$ cat config.mk
export PLATFORM = sky130hd
export DESIGN_NAME = text_line_wrapper_core
export DESIGN_NICKNAME = d
export VERILOG_FILES = /design/src/rtl/tlw_pkg.sv /design/src/rtl/tlw_ram.sv /design/src/rtl/tlw_datapath.sv /design/src/rtl/tlw_ctrl.sv /design/src/rtl/text_line_wrapper_core.sv
export SDC_FILE = /design/constraint.sdc
export NUM_CORES = 1
export LEC_CHECK = 0
export BUFFER_PORTS_ARGS = -buffer_cell sky130_fd_sc_hd__buf_2
export CORE_AREA = 8 8 262 264
export CTS_CLUSTER_SIZE = 14
export DETAILED_ROUTE_END_ITERATION = 8
export DIE_AREA = 0 0 270 272
export PLACE_DENSITY = 0.5
export SLEW_MARGIN = 25
export SYNTH_ARGS = -nofsm -noshare
export SYNTH_HDL_FRONTEND = slang
export SYNTH_HIERARCHICAL = 1
export SYNTH_SLANG_ARGS = --single-unit
$ cat constraint.sdc
create_clock -name i_clk -period 5.8 [get_ports i_clk]
set_input_delay 0.58 -clock i_clk [delete_from_list [all_inputs] [get_ports i_clk]]
set_output_delay 0.58 -clock i_clk [all_outputs]
set_load 0.03 [all_outputs]
$ cat src/rtl/tlw_pkg.sv
// ----------------------------------------------------------------------------
// tlw_pkg
// Shared types, constants and the column advance function of the text line
// wrapper.
// ----------------------------------------------------------------------------
package tlw_pkg;

    // Sizes
    localparam int HOLD_DEPTH = 62;
    localparam int HOLD_AW    = $clog2(HOLD_DEPTH);
    localparam int HCNT_W     = $clog2(HOLD_DEPTH + 1);
    localparam int TAB_STOP   = 8;
    localparam int COL_W      = 11;
    localparam int WIDTH_W    = 10;
    localparam int CFG_IDX_W  = 2;

    // Register indexes of the configuration port
    localparam logic [CFG_IDX_W-1:0] CFG_LINE_WIDTH  = 2'd0;
    localparam logic [CFG_IDX_W-1:0] CFG_COUNT_BYTES = 2'd1;
    localparam logic [CFG_IDX_W-1:0] CFG_BREAK_SPACE = 2'd2;

    localparam logic [WIDTH_W-1:0] LINE_WIDTH_RST = 10'd80;

    // Character codes
    localparam logic [7:0] CH_BS  = 8'h08;
    localparam logic [7:0] CH_TAB = 8'h09;
    localparam logic [7:0] CH_NL  = 8'h0A;
    localparam logic [7:0] CH_VT  = 8'h0B;
    localparam logic [7:0] CH_FF  = 8'h0C;
    localparam logic [7:0] CH_CR  = 8'h0D;
    localparam logic [7:0] CH_SP  = 8'h20;

    typedef logic [COL_W-1:0] t_col;

    typedef enum logic [2:0] {
        S_IDLE,
        S_PRE_NL,
        S_HELD_RD,
        S_HELD_PUT,
        S_MID_NL,
        S_CHAR
    } t_state;

    // What one item sends out, in order: newline, held bytes, newline, byte
    typedef struct packed {
        logic pre_nl;
        logic flush;
        logic mid_nl;
        logic emit_c;
    } t_plan;

    typedef struct packed {
        logic accept;
        logic put_nl;
        logic rd_held;
        logic put_held;
        logic put_char;
    } t_cmd;

    typedef struct packed {
        t_plan plan_in;
        t_plan plan;
        logic  out_free;
        logic  held_can_put;
        logic  held_last;
    } t_status;

    // Column after a byte is shown at column col.
    function automatic t_col adv(input t_col col, input logic [7:0] ch,
                                 input logic cnt_bytes);
        t_col res;
        if (cnt_bytes) begin
            res = col + t_col'(1);
        end else if (ch == CH_TAB) begin
            res = t_col'((int'(col) / TAB_STOP + 1) * TAB_STOP);
        end else if (ch == CH_BS) begin
            res = (col != '0) ? col - t_col'(1) : '0;
        end else if (ch == CH_CR) begin
            res = '0;
        end else begin
            res = col + t_col'(1);
        end
        return res;
    endfunction

endpackage

$ cat src/rtl/tlw_ram.sv
// ----------------------------------------------------------------------------
// tlw_ram
// Generic single-write, single-read RAM with a registered read port.
// ----------------------------------------------------------------------------
module tlw_ram #(
    parameter int WIDTH = 8,
    parameter int DEPTH = 62
) (
    input  logic                     i_clk,
    input  logic                     i_we,
    input  logic [$clog2(DEPTH)-1:0] i_waddr,
    input  logic [WIDTH-1:0]         i_wdata,
    input  logic                     i_re,
    input  logic [$clog2(DEPTH)-1:0] i_raddr,
    output logic [WIDTH-1:0]         o_rdata
);

    logic [WIDTH-1:0] r_mem [DEPTH];
    logic [WIDTH-1:0] r_rdata;

    // Write port and registered read port.
    always_ff @(posedge i_clk) begin
        if (i_we) begin
            r_mem[i_waddr] <= i_wdata;
        end
        if (i_re) begin
            r_rdata <= r_mem[i_raddr];
        end
    end

    assign o_rdata = r_rdata;

endmodule

$ cat src/rtl/tlw_datapath.sv
// ----------------------------------------------------------------------------
// tlw_datapath
// Configuration registers, column and space tracking, hold memory and the
// output register of the text line wrapper.
// ----------------------------------------------------------------------------
module tlw_datapath
    import tlw_pkg::*;
(
    input  logic                 i_clk,
    input  logic                 i_rst_n,
    input  logic                 i_cfg_we,
    input  logic [CFG_IDX_W-1:0] i_cfg_index,
    input  logic [WIDTH_W-1:0]   i_cfg_data,
    input  logic [7:0]           i_in_byte,
    input  logic                 i_in_eof,
    input  t_cmd                 i_cmd,
    output t_status              o_status,
    input  logic                 i_out_ready,
    output logic                 o_out_valid,
    output logic [7:0]           o_out_byte,
    output logic                 o_out_last,
    output logic                 o_out_ovf
);

    // Configuration
    logic [WIDTH_W-1:0] r_line_width;
    logic               r_count_bytes;
    logic               r_break_space;

    // Stream state
    t_col              r_column, n_column;
    logic              r_space_seen, n_space_seen;
    logic [HCNT_W-1:0] r_held_count, n_held_count;

    // Per-item registers
    logic [7:0]        r_c;
    t_plan             r_plan;
    logic              r_ovf;
    logic              r_recount;
    logic              r_skip;
    logic [HCNT_W-1:0] r_run_count;
    logic [HCNT_W-1:0] r_rd_idx;

    // Output register
    logic       r_out_valid;
    logic [7:0] r_out_byte;
    logic       r_out_last;
    logic       r_out_ovf;

    // Decision signals for the incoming byte
    t_col  w_next;
    logic  w_is_nl, w_brk, w_sb, w_pb, w_spc, w_hold_ok, w_full, w_keep;
    logic  w_ovf;
    t_plan w_plan;

    logic [7:0] w_rdata;
    logic       w_out_free, w_drop, w_load;
    logic [7:0] w_load_byte;
    logic       w_load_last;

    // Hold memory
    tlw_ram #(
        .WIDTH (8),
        .DEPTH (HOLD_DEPTH)
    ) u_hold_ram (
        .i_clk   (i_clk),
        .i_we    (i_cmd.accept && w_keep),
        .i_waddr (r_held_count[HOLD_AW-1:0]),
        .i_wdata (i_in_byte),
        .i_re    (i_cmd.rd_held),
        .i_raddr (r_rd_idx[HOLD_AW-1:0]),
        .o_rdata (w_rdata)
    );

    // Classify the incoming byte against the current line.
    always_comb begin
        w_is_nl   = (i_in_byte == CH_NL);
        w_next    = adv(r_column, i_in_byte, r_count_bytes);
        w_brk     = !w_is_nl && (w_next > t_col'(r_line_width)) && (r_column != '0);
        w_sb      = w_brk && r_break_space && r_space_seen;
        w_pb      = w_brk && !w_sb;
        w_spc     = (i_in_byte == CH_SP) || (i_in_byte == CH_VT) || (i_in_byte == CH_FF);
        w_hold_ok = !w_is_nl && !w_brk && !(w_spc && r_break_space)
                    && r_break_space && r_space_seen;
        w_full    = (r_held_count == HCNT_W'(HOLD_DEPTH));
        w_keep    = w_hold_ok && !w_full && !i_in_eof;
        w_ovf     = w_hold_ok && w_full;

        w_plan.pre_nl = w_sb;
        w_plan.flush  = !w_keep && (r_held_count != '0);
        w_plan.mid_nl = w_pb;
        w_plan.emit_c = !w_keep && !(w_sb && (r_held_count == '0) && (i_in_byte == CH_SP));
    end

    // Output register loading; a space right after a space break is dropped.
    always_comb begin
        w_out_free  = !r_out_valid || i_out_ready;
        w_drop      = r_skip && (w_rdata == CH_SP);
        w_load      = i_cmd.put_nl || i_cmd.put_char || (i_cmd.put_held && !w_drop);
        w_load_byte = CH_NL;
        w_load_last = !r_plan.emit_c;
        if (i_cmd.put_char) begin
            w_load_byte = r_c;
            w_load_last = 1'b1;
        end else if (i_cmd.put_held) begin
            w_load_byte = w_rdata;
            w_load_last = 1'b0;
        end
    end

    // Next stream state.
    always_comb begin
        n_column     = r_column;
        n_space_seen = r_space_seen;
        n_held_count = r_held_count;
        if (i_cmd.accept) begin
            n_held_count = w_keep ? r_held_count + HCNT_W'(1) : '0;
            if (i_in_eof || w_is_nl) begin
                n_column = '0;
            end else if (w_sb) begin
                n_column = '0;
            end else if (w_pb) begin
                n_column = adv('0, i_in_byte, r_count_bytes);
            end else begin
                n_column = w_next;
            end
            if (i_in_eof || w_is_nl || w_brk || w_ovf) begin
                n_space_seen = 1'b0;
            end else if (w_spc && r_break_space) begin
                n_space_seen = 1'b1;
            end
        end else if (r_recount && w_load && !i_cmd.put_nl) begin
            // Re-count the bytes that move to the new line.
            n_column = adv(r_column, w_load_byte, r_count_bytes);
        end
    end

    // Configuration registers.
    always_ff @(posedge i_clk) begin
        if (!i_rst_n) begin
            r_line_width  <= LINE_WIDTH_RST;
            r_count_bytes <= 1'b0;
            r_break_space <= 1'b0;
        end else if (i_cfg_we) begin
            case (i_cfg_index)
                CFG_LINE_WIDTH:  r_line_width  <= i_cfg_data;
                CFG_COUNT_BYTES: r_count_bytes <= i_cfg_data[0];
                CFG_BREAK_SPACE: r_break_space <= i_cfg_data[0];
                default: ;
            endcase
        end
    end

    // Stream state and per-item control.
    always_ff @(posedge i_clk) begin
        if (!i_rst_n) begin
            r_column     <= '0;
            r_space_seen <= 1'b0;
            r_held_count <= '0;
            r_plan       <= '0;
            r_ovf        <= 1'b0;
            r_recount    <= 1'b0;
            r_skip       <= 1'b0;
            r_run_count  <= '0;
            r_rd_idx     <= '0;
        end else begin
            r_column     <= n_column;
            r_space_seen <= n_space_seen;
            r_held_count <= n_held_count;
            if (i_cmd.accept) begin
                r_plan      <= w_plan;
                r_ovf       <= w_ovf;
                r_recount   <= w_sb && !i_in_eof;
                r_skip      <= w_sb && (r_held_count != '0);
                r_run_count <= r_held_count;
                r_rd_idx    <= '0;
            end else if (i_cmd.put_held) begin
                r_skip   <= 1'b0;
                r_rd_idx <= r_rd_idx + HCNT_W'(1);
            end
        end
    end

    // Byte of the item being worked on.
    always_ff @(posedge i_clk) begin
        if (i_cmd.accept) begin
            r_c <= i_in_byte;
        end
    end

    // Output register.
    always_ff @(posedge i_clk) begin
        if (!i_rst_n) begin
            r_out_valid <= 1'b0;
        end else if (w_load) begin
            r_out_valid <= 1'b1;
        end else if (i_out_ready) begin
            r_out_valid <= 1'b0;
        end
    end

    always_ff @(posedge i_clk) begin
        if (w_load) begin
            r_out_byte <= w_load_byte;
            r_out_last <= w_load_last;
            r_out_ovf  <= r_ovf;
        end
    end

    assign o_status.plan_in      = w_plan;
    assign o_status.plan         = r_plan;
    assign o_status.out_free     = w_out_free;
    assign o_status.held_can_put = w_out_free || w_drop;
    assign o_status.held_last    = ((r_rd_idx + HCNT_W'(1)) == r_run_count);

    assign o_out_valid = r_out_valid;
    assign o_out_byte  = r_out_byte;
    assign o_out_last  = r_out_last;
    assign o_out_ovf   = r_out_ovf;

endmodule

$ cat src/rtl/tlw_ctrl.sv
// ----------------------------------------------------------------------------
// tlw_ctrl
// Sequencer of the text line wrapper: takes an item, then walks through the
// newline, held bytes and current byte that the item sends out.
// ----------------------------------------------------------------------------
module tlw_ctrl
    import tlw_pkg::*;
(
    input  logic    i_clk,
    input  logic    i_rst_n,
    input  logic    i_in_valid,
    output logic    o_in_ready,
    input  t_status i_status,
    output t_cmd    o_cmd
);

    t_state r_state, n_state;

    // State register.
    always_ff @(posedge i_clk) begin
        if (!i_rst_n) begin
            r_state <= S_IDLE;
        end else begin
            r_state <= n_state;
        end
    end

    // Next state and commands.
    always_comb begin
        n_state    = r_state;
        o_cmd      = '0;
        o_in_ready = 1'b0;
        case (r_state)
            S_IDLE: begin
                o_in_ready = 1'b1;
                if (i_in_valid) begin
                    o_cmd.accept = 1'b1;
                    if (i_status.plan_in.pre_nl) begin
                        n_state = S_PRE_NL;
                    end else if (i_status.plan_in.flush) begin
                        n_state = S_HELD_RD;
                    end else if (i_status.plan_in.mid_nl) begin
                        n_state = S_MID_NL;
                    end else if (i_status.plan_in.emit_c) begin
                        n_state = S_CHAR;
                    end
                end
            end
            S_PRE_NL: begin
                if (i_status.out_free) begin
                    o_cmd.put_nl = 1'b1;
                    if (i_status.plan.flush) begin
                        n_state = S_HELD_RD;
                    end else if (i_status.plan.emit_c) begin
                        n_state = S_CHAR;
                    end else begin
                        n_state = S_IDLE;
                    end
                end
            end
            S_HELD_RD: begin
                o_cmd.rd_held = 1'b1;
                n_state       = S_HELD_PUT;
            end
            S_HELD_PUT: begin
                if (i_status.held_can_put) begin
                    o_cmd.put_held = 1'b1;
                    if (!i_status.held_last) begin
                        n_state = S_HELD_RD;
                    end else if (i_status.plan.mid_nl) begin
                        n_state = S_MID_NL;
                    end else if (i_status.plan.emit_c) begin
                        n_state = S_CHAR;
                    end else begin
                        n_state = S_IDLE;
                    end
                end
            end
            S_MID_NL: begin
                if (i_status.out_free) begin
                    o_cmd.put_nl = 1'b1;
                    n_state      = S_CHAR;
                end
            end
            S_CHAR: begin
                if (i_status.out_free) begin
                    o_cmd.put_char = 1'b1;
                    n_state        = S_IDLE;
                end
            end
            default: begin
                n_state = S_IDLE;
            end
        endcase
    end

endmodule

$ cat src/rtl/text_line_wrapper_core.sv
// ----------------------------------------------------------------------------
// text_line_wrapper_core
// Inserts newlines into a text byte stream so that no line exceeds the set
// width, optionally breaking after the last space of the line.
// ----------------------------------------------------------------------------
// Flow: each byte that goes out is loaded into the output register; a held byte
// is first read from the hold memory, then loaded. A byte that is only held
// goes to the hold memory; a new byte is taken only once the sequencer is back
// in idle, after all output of the last byte is loaded. Output stalls hold it.
// Reset: synchronous, active low; clears the sequencer, column, space flag,
// hold count and output register, and loads the register reset values.
module text_line_wrapper_core
    import tlw_pkg::*;
(
    input  logic                 i_clk,
    input  logic                 i_rst_n,
    input  logic                 i_cfg_we,
    input  logic [CFG_IDX_W-1:0] i_cfg_index,
    input  logic [WIDTH_W-1:0]   i_cfg_data,
    input  logic                 s_axis_tvalid,
    output logic                 s_axis_tready,
    input  logic [7:0]           s_axis_tdata,  // [7:0] in_byte
    input  logic                 s_axis_tlast,  // end_of_file
    output logic                 m_axis_tvalid,
    input  logic                 m_axis_tready,
    output logic [7:0]           m_axis_tdata,  // [7:0] out_byte
    output logic                 m_axis_tlast,  // last_of_run
    output logic                 m_axis_tuser   // [0] hold_overflow
);

    t_cmd    w_cmd;
    t_status w_status;

    tlw_ctrl u_ctrl (
        .i_clk      (i_clk),
        .i_rst_n    (i_rst_n),
        .i_in_valid (s_axis_tvalid),
        .o_in_ready (s_axis_tready),
        .i_status   (w_status),
        .o_cmd      (w_cmd)
    );

    tlw_datapath u_datapath (
        .i_clk       (i_clk),
        .i_rst_n     (i_rst_n),
        .i_cfg_we    (i_cfg_we),
        .i_cfg_index (i_cfg_index),
        .i_cfg_data  (i_cfg_data),
        .i_in_byte   (s_axis_tdata),
        .i_in_eof    (s_axis_tlast),
        .i_cmd       (w_cmd),
        .o_status    (w_status),
        .i_out_ready (m_axis_tready),
        .o_out_valid (m_axis_tvalid),
        .o_out_byte  (m_axis_tdata),
        .o_out_last  (m_axis_tlast),
        .o_out_ovf   (m_axis_tuser)
    );

endmodule

==> flow_metrics.env <==
export IMPL_core_sq_um=64800
export IMPL_routed_via_count=14700
export IMPL_critical_path_cell_chain="nor4_1 -> nand4b_1 -> nand2_2 -> o22ai_1 -> a21oi_1 -> o21ai_0 -> ha_1 -> a21oi_1 -> a211oi_1 -> a211oi_1 -> o32a_2 -> nand2_4 -> nor3_1 -> nor2b_1 -> buf_4 -> nand2_1 -> nor2_1 -> buf_4"
export IMPL_crit_path_end_kind="flop"
export IMPL_global_route_wire_length_before_repair_um=100000
export IMPL_latest_clock_arrival_within_the_worst_skew_pair_ns=0.60
export IMPL_crit_fanout=9
export IMPL_post_cts_resized=0
export IMPL_drt_antenna_violating_nets=0
export IMPL_remaining_drc_errors=0
export IMPL_r2r_start="u_datapath/r_column[5]"
export IMPL_grt_use_total_pct=18.2
export IMPL_cts_hold_fix_buffers=0
export IMPL_initial_core_util_pct=38.3
export IMPL_maxCapViolCount=0
export IMPL_totalNegativeSetupSlack_ns=0
export IMPL_totalWireLength_um=67800
export IMPL_max_slew_margin_rel_pct=39.7
export IMPL_worst_setup_path_start_kind="flop"
export IMPL_fin_crit_ns=5.14
export IMPL_syn_num_nets=1613
export IMPL_critical_path_required_ns=6.10
export IMPL_tritoncts_clock_tree="yes"
export IMPL_power_density_nw_per_um2=337
export IMPL_hpwl_reported_at_the_end_of_detailed_placement_um=43900
export IMPL_outcome="finished, final reports clean"
export IMPL_postSynthCellCount=1567
export IMPL_tritoncts_buffers=66
export IMPL_setup_viol=0
export IMPL_max_freq_mhz=195
export IMPL_grt_max_degree=66
export IMPL_holdWs_ns=0.229
export IMPL_die_x_um=270
export IMPL_slew_violations=0
export IMPL_worst_setup_path_type="flop to flop"
export IMPL_die_area_sq_um=73400
export IMPL_layout_area_overhead_vs_synth_pct=15.4
export IMPL_num_fill_cells=5742
export IMPL_gpl_final_weighted_congestion=0.881
export IMPL_cts_sink_count=574
export IMPL_fraction_of_layout_instances_using_a_drive_strength_above_1_pct=23.0
export IMPL_fp_row_count=94
export IMPL_hold_path_class="input port to flop"
export IMPL_crit_path_start="u_datapath/r_column[5]"
export IMPL_drt_vias_per_instance=5.63
export IMPL_htree_num_levels=3
export IMPL_global_route_overflow_total=0
export IMPL_clock_pin_slew_reported_for_the_worst_setup_and_hold_paths_after_clock_tree_synthesis_ns=0.06
export IMPL_drt_first_iter_violations=1154
export IMPL_tightest_slew_ns=0.897
export IMPL_first_global_vias=14800
export IMPL_fraction_of_the_cycle_the_final_worst_path_needs_pct=88.6
export IMPL_static_leakage_power_nw=9.24
export IMPL_count_of_buffers_from_port_buffering=37
export IMPL_final_hold_violation_count=0
export IMPL_preCtsSetupSlack_ns=0.524
export IMPL_fin_ws_ns=0.660
export IMPL_mappedNetlistArea_sq_um=24800
export IMPL_cp_arrival_ns=5.44
export IMPL_post_cts_buffers=0
export IMPL_hold_path_start="i_cfg_data[6]"
export IMPL_finClkSkew_ns=0.0215
export IMPL_post_drt_wl_per_cell_um=25.9
export IMPL_floorplan_io_pins=38
export IMPL_ctsLongestPathBuffers=3
export IMPL_syn_mean_instance_area_sq_um=15.8
export IMPL_die_height_um=272
export IMPL_firstDrtPassIters=5
export IMPL_antenna_found_initial=2
export IMPL_critPathTopFamily="simple AND/OR/NAND/NOR gates"
export IMPL_yosys_warnings=6
export IMPL_clock_root_buffer="clkbuf_16"
export IMPL_critical_path_max_stage_delay_ns=0.64
export IMPL_critical_path_slowest_cell="nor4_1"
export IMPL_max_ir_drop_vdd_mv=0.245
export IMPL_nNetsFinal=1744
export IMPL_worstPathBufferInverterCount=2
export IMPL_grt_setup_unrepaired="no"
stage by stage:
| stage | util, % | std cells | power [mW] | cell area (sq um) |
|---|---|---|---|---|
| 2_1_floorplan | - | 1567 | 5.37 | 24800 |
| 3_3_place_gp | 41.0 | 2494 | 5.68 | 26600 |
| 3_5_place_dp | 41.0 | 2494 | 5.69 | 26600 |
| 4_1_cts | 44.2 | 2612 | 9.76 | 28600 |
| 5_1_grt | 44.2 | 2612 | 9.99 | 28700 |
| 6_report | 44.2 | 2614 | 9.65 | 28700 |
layer usage:
metal | vias to the layer above | wire (um) | track usage (%) | share of wire, %
met5 | - | 0 | 0 | 0
met4 | 0 | 2010 | 5.58 | 3.0
met3 | 109 | 3530 | 2.89 | 5.2
met2 | 511 | 33100 | 30.4 | 49
met1 | 7608 | 29100 | 24.3 | 43
li1 | 6500 | - | - | -
registers in the layout (all words and copies together) (netlist names), 3 cells and up:
name                           cells
u_datapath/u_hold_ram/r_mem      496
u_datapath/r_column               11
u_datapath/r_line_width           10
u_datapath/o_out_byte              8
u_datapath/r_c                     8
u_datapath/u_hold_ram/o_rdata      8
u_datapath/r_held_count            6
u_datapath/r_rd_idx                6
u_datapath/r_run_count             6
u_ctrl/r_state                     3
u_datapath/o_status                3
cell usage in the layout (no fill, tap or decap), types with 14 or more instances in the layout:
cell type / n
o22ai_1: 20
mux2i_1: 52
nor3_1: 22
mux4_2: 114
nand3_1: 30
a21oi_1: 35
and3_1: 19
ha_1: 20
edfxtp_1: 522
xnor2_1: 16
dfxtp_1: 49
nor2b_1: 35
buf_4: 120
clkbuf_16: 69
clkbuf_1: 20
o21ai_0: 49
buf_2: 37
nor2_1: 118
nand2_1: 61
xor2_1: 16
a31oi_1: 14
clkinv_1: 16
inv_1: 33
worst paths after layout:
check | slack, ns | end | cells after the start
min reg2reg | 0.42 | u_datapath/o_out_ovf | 0
max | 0.66 | u_datapath/u_hold_ram/r_mem[17][1] | 18
min | 0.23 | u_datapath/r_line_width[6] | 3
max reg2reg | 0.66 | u_datapath/u_hold_ram/r_mem[17][1] | 18
final cells by class:
cell class / instances / area [sq um] / share of cell area [%]
timing repair buffer: 157 / 1090 / 3.79
multi-input combinational: 863 / 7530 / 26.3
antenna: 2 / 5.00 / 0.0175
clock inverter: 29 / 295 / 1.03
sequential: 574 / 16700 / 58.4
clock buffer: 89 / 1800 / 6.29
tap: 864 / 1080 / 3.77
inverter: 36 / 135 / 0.472
report_power, final:
group	internal, mW	switching (mW)	total [mW]
logic	0.299	0.633	0.932
registers	4.60	0.0704	4.67
clock network	2.41	1.63	4.05
total	7.31	2.34	9.65
worst reg2reg max path: stages (launching register included):
cell and delay, ns:
dfxtp_1 0.30, nor4_1 0.64, nand4b_1 0.47, nand2_2 0.27, o22ai_1 0.10, a21oi_1 0.15, o21ai_0 0.20, ha_1 0.38
a21oi_1 0.13, a211oi_1 0.09, a211oi_1 0.30, o32a_2 0.29, nand2_4 0.10, nor3_1 0.32, nor2b_1 0.30, buf_4 0.17
nand2_1 0.23, nor2_1 0.19, buf_4 0.19
Power figures use the tool's default switching activity.
